==> src/hdl/kox_pkg.sv <==
// shared types and constants for the key orbit xor cipher
// no dependencies; imported by every module of the block
package kox_pkg;

  localparam int unsigned KEY_DEPTH_DEF = 256;
  localparam int unsigned BYTE_W        = 8;
  localparam int unsigned KIDX_W        = 8;
  localparam int unsigned KLEN_W        = 9;
  localparam int unsigned CMD_W         = 2;
  localparam logic [KLEN_W-1:0] KLEN_RESET = 9'd2;

  // input command codes
  typedef enum logic [CMD_W-1:0] {
    CMD_KEY_WR = 2'd0,
    CMD_CIPHER = 2'd1,
    CMD_START  = 2'd2
  } cmd_e;

  // controller states
  typedef enum logic [2:0] {
    ST_IDLE,
    ST_MOD,
    ST_WALK,
    ST_DRAIN,
    ST_FINISH
  } state_e;

  // controller to datapath commands
  typedef struct packed {
    logic key_wr;
    logic start;
    logic cipher_init;
    logic mod_step;
    logic walk_step;
    logic finish;
  } ctrl_cmd_t;

  // datapath to controller status
  typedef struct packed {
    logic mod_last;
    logic walk_last;
    logic out_free;
  } dp_stat_t;

endpackage

==> src/hdl/kox_ctrl.sv <==
// controller state machine of the key orbit xor cipher
// depends on kox_pkg for states, command codes and the command/status structs
module kox_ctrl import kox_pkg::*; (
  input  logic             clk_i,
  input  logic             rst_ni,
  input  logic             in_valid_i,
  input  logic [CMD_W-1:0] cmd_i,
  input  dp_stat_t         stat_i,
  output ctrl_cmd_t        cmd_o,
  output logic             in_stall_o
);

  state_e state_q, state_d;

  // state register
  always_ff @(posedge clk_i or negedge rst_ni) begin
    if (!rst_ni) begin
      state_q <= ST_IDLE;
    end else begin
      state_q <= state_d;
    end
  end

  // next state
  always_comb begin
    state_d = state_q;
    unique case (state_q)
      ST_IDLE: begin
        if (in_valid_i && (cmd_i == CMD_CIPHER)) state_d = ST_MOD;
      end
      ST_MOD: begin
        if (stat_i.mod_last) state_d = ST_WALK;
      end
      ST_WALK: begin
        if (stat_i.walk_last) state_d = ST_DRAIN;
      end
      ST_DRAIN: begin
        state_d = ST_FINISH;
      end
      ST_FINISH: begin
        if (stat_i.out_free) state_d = ST_IDLE;
      end
      default: begin
        state_d = ST_IDLE;
      end
    endcase
  end

  // command outputs
  always_comb begin
    cmd_o      = '0;
    in_stall_o = 1'b1;
    unique case (state_q)
      ST_IDLE: begin
        in_stall_o        = 1'b0;
        cmd_o.key_wr      = in_valid_i && (cmd_i == CMD_KEY_WR);
        cmd_o.start       = in_valid_i && (cmd_i == CMD_START);
        cmd_o.cipher_init = in_valid_i && (cmd_i == CMD_CIPHER);
      end
      ST_MOD: begin
        cmd_o.mod_step = 1'b1;
      end
      ST_WALK: begin
        cmd_o.walk_step = 1'b1;
      end
      ST_DRAIN: begin
        cmd_o = '0;
      end
      ST_FINISH: begin
        cmd_o.finish = stat_i.out_free;
      end
      default: begin
        cmd_o = '0;
      end
    endcase
  end

endmodule

==> src/hdl/kox_datapath.sv <==
// datapath of the key orbit xor cipher: key store, jump reduction, orbit walk
// and output register; depends on kox_pkg
module kox_datapath import kox_pkg::*; #(
  parameter int unsigned KEY_DEPTH = KEY_DEPTH_DEF
) (
  input  logic              clk_i,
  input  logic              rst_ni,
  input  logic              cfg_we_i,
  input  logic [KLEN_W-1:0] cfg_wdata_i,
  input  logic [KIDX_W-1:0] key_index_i,
  input  logic [BYTE_W-1:0] data_byte_i,
  input  ctrl_cmd_t         cmd_i,
  output dp_stat_t          stat_o,
  input  logic              out_stall_i,
  output logic              out_valid_o,
  output logic [BYTE_W-1:0] out_byte_o
);

  localparam int unsigned AW  = (KEY_DEPTH > 2) ? $clog2(KEY_DEPTH) : 1;
  localparam int unsigned NW  = $clog2(KEY_DEPTH + 1);
  localparam int unsigned CW  = (NW > KLEN_W) ? NW : KLEN_W;
  localparam int unsigned KW  = (AW > KIDX_W) ? AW : KIDX_W;
  localparam int unsigned CBW = $clog2(AW + 1);

  logic [KLEN_W-1:0] key_length_q;
  logic              pos_odd_q;
  logic [AW-1:0]     jump_q;
  logic [BYTE_W-1:0] key_mem [KEY_DEPTH];
  logic [BYTE_W-1:0] rd_data_q;
  logic              rd_valid_q;
  logic [BYTE_W-1:0] byte_q;
  logic [NW-1:0]     rem_q;
  logic [AW-1:0]     div_q;
  logic [CBW-1:0]    bit_cnt_q;
  logic [AW-1:0]     idx_q;
  logic [NW-1:0]     steps_q;
  logic              out_valid_q;
  logic [BYTE_W-1:0] out_byte_q;

  logic [CW-1:0]     klen_ext;
  logic [CW-1:0]     len_ext;
  logic [NW-1:0]     len;
  logic [NW:0]       rem_sh;
  logic [NW-1:0]     rem_d;
  logic [NW:0]       idx_sum;
  logic [AW-1:0]     idx_next;
  logic [AW-1:0]     start_idx;
  logic [NW-1:0]     steps_inc;
  logic [NW-1:0]     rem_inc;
  logic [NW-1:0]     jump_new;
  logic [KW:0]       wr_addr;
  logic              wr_en;
  logic              out_free;

  // effective key length, saturated into two to key depth
  assign klen_ext = CW'(key_length_q);
  always_comb begin
    priority if (klen_ext < CW'(2)) begin
      len_ext = CW'(2);
    end else if (klen_ext > CW'(KEY_DEPTH)) begin
      len_ext = CW'(KEY_DEPTH);
    end else begin
      len_ext = klen_ext;
    end
  end
  assign len = len_ext[NW-1:0];

  // key length register
  always_ff @(posedge clk_i or negedge rst_ni) begin
    if (!rst_ni) begin
      key_length_q <= KLEN_RESET;
    end else if (cfg_we_i) begin
      key_length_q <= cfg_wdata_i;
    end
  end

  // key store, one write and one registered read per cycle
  assign wr_addr = (KW+1)'(key_index_i);
  assign wr_en   = cmd_i.key_wr && (wr_addr < (KW+1)'(KEY_DEPTH));

  always_ff @(posedge clk_i) begin
    if (wr_en) begin
      key_mem[wr_addr[AW-1:0]] <= data_byte_i;
    end
    rd_data_q <= key_mem[idx_q];
  end

  // restoring remainder step: jump modulo effective length, one bit a cycle
  assign rem_sh = {rem_q, div_q[AW-1]};
  always_comb begin
    if (rem_sh >= (NW+1)'(len)) begin
      rem_d = NW'(rem_sh - (NW+1)'(len));
    end else begin
      rem_d = rem_sh[NW-1:0];
    end
  end

  // orbit step: index plus jump, wrapped once
  assign idx_sum = (NW+1)'(idx_q) + (NW+1)'(rem_q);
  always_comb begin
    if (idx_sum >= (NW+1)'(len)) begin
      idx_next = AW'(idx_sum - (NW+1)'(len));
    end else begin
      idx_next = idx_sum[AW-1:0];
    end
  end
  assign start_idx = AW'(pos_odd_q);
  assign steps_inc = steps_q + NW'(1);

  // jump for the next byte, grown after an odd position
  assign rem_inc = rem_q + NW'(1);
  always_comb begin
    if (pos_odd_q) begin
      jump_new = (rem_inc == len) ? '0 : rem_inc;
    end else begin
      jump_new = rem_q;
    end
  end

  // message framing state
  always_ff @(posedge clk_i or negedge rst_ni) begin
    if (!rst_ni) begin
      pos_odd_q <= 1'b0;
      jump_q    <= '0;
    end else if (cmd_i.start) begin
      pos_odd_q <= 1'b0;
      jump_q    <= (len == NW'(2)) ? '0 : AW'(2);
    end else if (cmd_i.finish) begin
      pos_odd_q <= ~pos_odd_q;
      jump_q    <= jump_new[AW-1:0];
    end
  end

  // reduction and walk counters
  always_ff @(posedge clk_i or negedge rst_ni) begin
    if (!rst_ni) begin
      bit_cnt_q  <= '0;
      rd_valid_q <= 1'b0;
    end else begin
      rd_valid_q <= cmd_i.walk_step;
      if (cmd_i.cipher_init) begin
        bit_cnt_q <= '0;
      end else if (cmd_i.mod_step) begin
        bit_cnt_q <= bit_cnt_q + CBW'(1);
      end
    end
  end

  // reduction and walk operands
  always_ff @(posedge clk_i) begin
    if (cmd_i.cipher_init) begin
      rem_q   <= '0;
      div_q   <= jump_q;
      idx_q   <= start_idx;
      steps_q <= '0;
    end else if (cmd_i.mod_step) begin
      rem_q <= rem_d;
      div_q <= div_q << 1;
    end else if (cmd_i.walk_step) begin
      idx_q   <= idx_next;
      steps_q <= steps_inc;
    end
  end

  // byte accumulator, xor of each key byte as its read returns
  always_ff @(posedge clk_i) begin
    if (cmd_i.cipher_init) begin
      byte_q <= data_byte_i;
    end else if (rd_valid_q) begin
      byte_q <= byte_q ^ rd_data_q;
    end
  end

  // output register
  assign out_free = !out_valid_q || !out_stall_i;

  always_ff @(posedge clk_i or negedge rst_ni) begin
    if (!rst_ni) begin
      out_valid_q <= 1'b0;
    end else if (cmd_i.finish) begin
      out_valid_q <= 1'b1;
    end else if (!out_stall_i) begin
      out_valid_q <= 1'b0;
    end
  end

  always_ff @(posedge clk_i) begin
    if (cmd_i.finish) begin
      out_byte_q <= byte_q;
    end
  end

  // status to the controller
  assign stat_o.mod_last  = (bit_cnt_q == CBW'(AW - 1));
  assign stat_o.walk_last = (idx_next == start_idx) || (steps_inc == len);
  assign stat_o.out_free  = out_free;

  assign out_valid_o = out_valid_q;
  assign out_byte_o  = out_byte_q;

endmodule

==> src/hdl/key_orbit_xor_cipher_unit.sv <==
// top level of the key orbit xor cipher
// depends on kox_pkg, kox_ctrl and kox_datapath
//
//   channel  | handshake               | payload
//   ---------+-------------------------+----------------------------------
//   input    | in_valid_i / in_stall_o | cmd_i, key_index_i, data_byte_i
//   output   | out_valid_o/out_stall_i | out_byte_o
//   config   | cfg_we_i                | cfg_wdata_i (key length)
//
// key write and start transactions never stall the input
// a cipher transaction reduces the jump over its AW bits (AW = key store
// address width), then makes L key store reads (L = orbit length, at most the
// effective key length) at one read a cycle through the single key store port
// the key store has no reset; it must be written before use
// a finished byte sits in the output register, so a stalled output only
// holds the block once a second result is ready
module key_orbit_xor_cipher_unit import kox_pkg::*; #(
  parameter int unsigned KEY_DEPTH = KEY_DEPTH_DEF
) (
  input  logic              clk_i,
  input  logic              rst_ni,
  input  logic              cfg_we_i,
  input  logic [KLEN_W-1:0] cfg_wdata_i,
  input  logic              in_valid_i,
  output logic              in_stall_o,
  input  logic [CMD_W-1:0]  cmd_i,
  input  logic [KIDX_W-1:0] key_index_i,
  input  logic [BYTE_W-1:0] data_byte_i,
  output logic              out_valid_o,
  input  logic              out_stall_i,
  output logic [BYTE_W-1:0] out_byte_o
);

  ctrl_cmd_t ctrl_cmd;
  dp_stat_t  dp_stat;

  // controller
  kox_ctrl u_ctrl (
    .clk_i      (clk_i),
    .rst_ni     (rst_ni),
    .in_valid_i (in_valid_i),
    .cmd_i      (cmd_i),
    .stat_i     (dp_stat),
    .cmd_o      (ctrl_cmd),
    .in_stall_o (in_stall_o)
  );

  // datapath
  kox_datapath #(
    .KEY_DEPTH (KEY_DEPTH)
  ) u_datapath (
    .clk_i       (clk_i),
    .rst_ni      (rst_ni),
    .cfg_we_i    (cfg_we_i),
    .cfg_wdata_i (cfg_wdata_i),
    .key_index_i (key_index_i),
    .data_byte_i (data_byte_i),
    .cmd_i       (ctrl_cmd),
    .stat_o      (dp_stat),
    .out_stall_i (out_stall_i),
    .out_valid_o (out_valid_o),
    .out_byte_o  (out_byte_o)
  );

endmodule

==> config.mk <==
export PLATFORM = sky130hd
export DESIGN_NAME = key_orbit_xor_cipher_unit
export DESIGN_NICKNAME = d
export VERILOG_FILES = /design/src/hdl/kox_pkg.sv /design/src/hdl/kox_ctrl.sv /design/src/hdl/kox_datapath.sv /design/src/hdl/key_orbit_xor_cipher_unit.sv
export SDC_FILE = /design/constraint.sdc
export NUM_CORES = 2
export LEC_CHECK = 0
export BUFFER_PORTS_ARGS = -buffer_cell sky130_fd_sc_hd__buf_2
export CAP_MARGIN = 0
export CORE_ASPECT_RATIO = 0.6
export CORE_MARGIN = 1.5
export CORE_UTILIZATION = 55
export DETAILED_ROUTE_END_ITERATION = 8
export GPL_ROUTABILITY_DRIVEN = 0
export PLACE_DENSITY = 0.71
export SKIP_LAST_GASP = 1
export SYNTH_ARGS = -nofsm -noshare
export SYNTH_HDL_FRONTEND = slang
export SYNTH_HIERARCHICAL = 1
export SYNTH_SLANG_ARGS = --single-unit
export TNS_END_PERCENT = 5
==> constraint.sdc <==
create_clock -name clk_i -period 9.4 [get_ports clk_i]
set_input_delay 0.94 -clock clk_i [delete_from_list [all_inputs] [get_ports clk_i]]
set_output_delay 0.94 -clock clk_i [all_outputs]
set_load 0.1 [all_outputs]
# After elaboration in Yosys (flattened, before gate mapping)
# Memory sizes are Yosys's and may differ from the RTL's. A register that Yosys moved wholly into a read port is not among the register bits.
# Index checks and enable logic that the tools add are counted.
[totals] reg_bits=77 ramBits=2048 output_inout_bits=10 word_cells=97 memories=1
[classes] addsub=6 n_lt_le_gt_ge=5 eq_ne=17 muxes=34 bitwise_logic=3 n_reduce_logical=17
[memory_table] memory="u_datapath.key_mem" depth=256 width=8 rd=1 rd_ports_with_merged_regs=1 write_ports=1 line="kox_datapath.sv:28" source="logic [BYTE_W-1:0] key_mem [KEY_DEPTH];"
[ops] cell="$mux W8" count=9
[ops] cell="$mux W9" count=3
[ops] cell="$ge A10 B9 Y1" count=2
[ops] cell="$add A9 B1 Y9 const B" count=2
[ops] cell="$eq A9 B9 Y1" count=2
[ops] cell="$mux W3" count=5
[ops] cell="$pmux W3 S5" count=1
[ops] cell="$mux W1" count=13
[ops] cell="$add A8 B9 Y10" count=1
[ops] cell="$eq A9 B2 Y1 const B" count=1
[ops] cell="$gt A9 B9 Y1 const B" count=1
[ops] cell="$lt A8 B9 Y1 const B" count=1
[ops] cell="$lt A9 B2 Y1 const B" count=1
[ops] cell="$sub A9 B9 Y9" count=1
[ops] cell="$eq A8 B1 Y1" count=1
[ops] cell="$mux W4" count=2
[ops] cell="$ne A2 B1 Y1 const B" count=4
[ops] cell="$reduce_bool A2 Y1" count=4
[ops] cell="$sub A8 B8 Y8" count=1
[ops] cell="$xor A8 B8 Y8" count=1
[ops] cell="$eq A3 B2 Y1 const B" count=2
[ops] cell="$add A4 B1 Y4 const B" count=1
[ops] cell="$eq A4 B3 Y1 const B" count=1
[ops] cell="$logic_and A1 B1 Y1" count=4
[ops] cell="13 further kinds" count=18

# Logic depth before layout (Yosys ltp)
[logic_depth] word_depth=9 depth_mapped=19

# By module
# The synthesis kept the hierarchy.
[modules_own_cells] module="kox_datapath" n_inst=1 cells_each=3819 area_each_um2=84050.6
[modules_own_cells] module="kox_ctrl" n_inst=1 cells_each=24 area_each_um2=211.5

# Worst setup path after synthesis
# OpenSTA, ideal clock, no wires.
[synth_path] kind="reg-to-reg" start="register u_datapath.idx_q[4]" end="register u_ctrl.state_q[0]" setup_time_ns=0.126 t_arrival_ns=3.680 setup_slack_ns=5.594 stages_incl_launch_ff=18 n_path_buf=1 synth_period_minus_slack_ns=3.806 cell_sequence="dfxtp_1 > ha_1 > clkbuf_1 > and2_1 > a31oi_1 > nor4_1 > ha_1 > a21oi_1 > o21ai_0 > a221oi_1 > o31ai_1 > a21oi_2 > and4b_1 > a211oi_1 > o22ai_1 > inv_1 > nor2_1 > o31a_2"
[synth_rtl] element="start, declared" line="kox_datapath.sv:35" source="logic [AW-1:0] idx_q;"
[synth_rtl] element="start signal, assigned" line="kox_datapath.sv:154" source="idx_q <= start_idx;"
[synth_rtl] element="start signal, assigned" line="kox_datapath.sv:160" source="idx_q <= idx_next;"
[synth_rtl] element="end signal, assigned" line="kox_ctrl.sv:20" source="state_q <= state_d;"
[synth_rtl] element="end, declared" line="kox_ctrl.sv:13" source="state_e state_q, state_d;"

==> run metrics <==
total congestion overflow 0; Max Clock Freq ~180 MHz; maximum buffer depth of the clock tree 3; number of vias per cell 6.81; number of hold buffers added after CTS 0; number of antenna violations at the first check in global routing 17; register bit count reported by yosys between 2000 and 2500; Mapped Cells 3843; number of nets in the synthesized netlist 3907; type of origin of the critical path flip-flop; Core Rows around 110; Post-Route Skew between 0.02 and 0.03 ns; number of iterations in the first detailed-routing pass 7; initial core utilization 0.553; total DRC errors in the routed layout 0; number of top-level design ports between 40 and 50; max-slew violations 0; most used standard cell by instance count after synthesis edfxtp_1; Die X between 500 and 600 um; sequential cell area fraction in the yosys report 0.755; number of CTS-inserted buffers 180; total number of nets in the final design slightly below 4000; antenna-violating nets left 0; share of layout cells above drive strength 1 0.261; post-route clock period utilization 0.592; routed via count 41600; slew at the pin closest to its max-slew limit 1.44 ns; via count of the first global-routing pass roughly 40000; number of enable flip-flop cells after synthesis 2073; flip-flop cell with the highest count after synthesis edfxtp_1; clock transition at the registers of the reported paths about 0.07 ns; worst ir drop on vdd 0.195 mV; global-route total usage across every layer 0.274; outcome finished clean; HPWL after detailed placement approximately 130000 um; Leak Pwr 0.0280 uW; pin count of the biggest net entering global routing between 150 and 200; PwrDens 260 nW/um^2; layout-stage area growth over the synthesis result 9.85%; clock tree root buffer cell clkbuf_16; type of the worst min-delay path in -> async; number of sinks handled by clock tree synthesis approximately 2100; Post CTS Setup Buffer Count 0; Avg Synthesized Cell Area ~22 um^2; relative slew slack 0.0333; wire length of the first global-routing pass 299000 um; fraction of synthesized cell area taken by the top area cell type 0.739; biggest fanout along the worst timing path between 50 and 60; Iter 0 DRT Violations 6639; proportion of register bits with asynchronous set or reset after synthesis 0.0127; Worst Path Class, Setup reg -> reg; top cells by instance count after synthesis edfxtp_1 (2073), mux4_2 (672), nor2_1 (304); Syn. warnings 6; final critical path time including I/O delays and setup 5.57 ns; origin of the worst setup path u_datapath/idx_q[1]; cells taking the most area after synthesis edfxtp_1 (74%), mux4_2 (18%), nor2_1 (1.4%); synth unique cells 74; final hold vios 0; overall die height ~310 um; synthesized area about 84000 um^2; worst flop-to-flop path startpoint u_datapath/idx_q[1]; Resize count post-CTS 0; RSZ-0062 raised after global routing false; core area roughly 150000 um^2; critical path required time about 10 ns; mean routed wirelength per cell between 30 and 40 um; later-pin clock latency in the skew report ~0.80 ns; setup_tns 0 ns; Finished Core Util 0.608; buffers added on ports ~40; number of max-cap violations 0; TritonCTS clock tree yes; final setup violation count 0; floorplan die area about 160000 um^2; most area-hungry cell type in the Yosys netlist edfxtp_1; Setup crit end kind flip-flop; level count of the clock H-tree 4; arrival time at the worst endpoint around 6.2 ns; Routed Wire Length 209000 um
worst paths after layout:
kind | endpoint | slack (ns) | depth (start not counted)
worst max-delay path | u_ctrl/state_q[0] | 3.83 | 16
worst min-delay path | u_datapath/out_valid_o | 0.18 | 1
worst max register to register | u_ctrl/state_q[0] | 3.83 | 16
worst min register to register | u_datapath/out_byte_o[3] | 0.50 | 0
max in group asynchronous | u_datapath/jump_q[7] | 8.80 | 1
min in group clk_i | u_datapath/key_length_q[0] | 0.37 | 3
where the power goes:
part	internal (uW)	switching, uW	total (uW)
sequential	10600	305	10900
combinational	2470	3280	5750
clock	4080	3390	7460
cell families after synthesis:
family / synth area share
xor+xnor: 0.00609
mux: 0.183
buf+inv: 0.0125
fa+ha+maj: 0.00502
compound gates: 0.0122
flops: 0.755
simple gates: 0.0270
stage by stage:
step | setup slack, ns | power [uW] | cells | hold WS [ns] | instance area, um^2
after floorplan | 5.59 | 14700 | 3843 | 0.449 | 84300
after global placement | 4.10 | 16700 | 5759 | 0.488 | 86700
after detailed placement | 4.01 | 16700 | 5759 | 0.503 | 86700
after CTS | 3.98 | 24100 | 6090 | 0.149 | 92500
after global routing | 3.53 | 24800 | 6100 | 0.200 | 92500
final | 3.83 | 24100 | 6108 | 0.177 | 92600
layout by cell type (no fill, tap or decap), drive strengths merged, types with 33 or more instances in the layout:
master,Yosys,layout
nor2,304,304
xnor2,37,37
clkinv,1,78
nand2,83,83
clkbuf,138,224
o21ai,37,37
nand3,37,37
inv,33,41
buf,84,102
dfxtp,33,33
edfxtp,2073,2073
mux4,672,672
cell type report:
cell class              instances  area [um^2]
repair buffers                104          818
clock buffers                 222         4800
clock inverters               109          991
multi-input cells            1454        19600
diodes                         18         45.0
fillers                     10200        59800
well taps                    2034         2540
inverters                      34          128
flip-flops and latches       2133        63600
worst max-delay path, cell delays in order (launching register included):
cell and delay, ns:
dfxtp_4 0.89, ha_1 0.39, a21oi_1 0.18, o211ai_1 0.17, nor4_1 0.80, ha_1 0.38
a21oi_1 0.19, o21ai_0 0.13, a221oi_1 0.30, o31ai_1 0.14, a21oi_2 0.56, and4b_1 0.28
a211oi_1 0.28, o22ai_1 0.24, inv_1 0.14, nor2_1 0.05, o31a_2 0.27
routing by layer:
metal,vias to the layer above,GRT usage,routed length [um]
met5,-,0.0154,414
met4,16,0.0571,3500
met3,256,0.110,33300
met2,2827,0.348,84700
met1,22300,0.443,87600
li1,16200,-,-
state kept, by name (all words and copies together), names as in the netlist:
signal	cells
u_datapath/bit_cnt_q	4
u_datapath/div_q	8
u_datapath/out_valid_o	1
u_datapath/rd_data_q	8
u_datapath/jump_q	8
u_datapath/key_length_q	9
u_datapath/key_mem	2048
u_datapath/out_byte_o	8
u_ctrl/state_q	3
u_datapath/idx_q	8
u_datapath/pos_odd_q	1
u_datapath/byte_q	8
u_datapath/rem_q	9
u_datapath/steps_q	9
u_datapath/rd_valid_q	1
(Power assumes the default switching activity.)
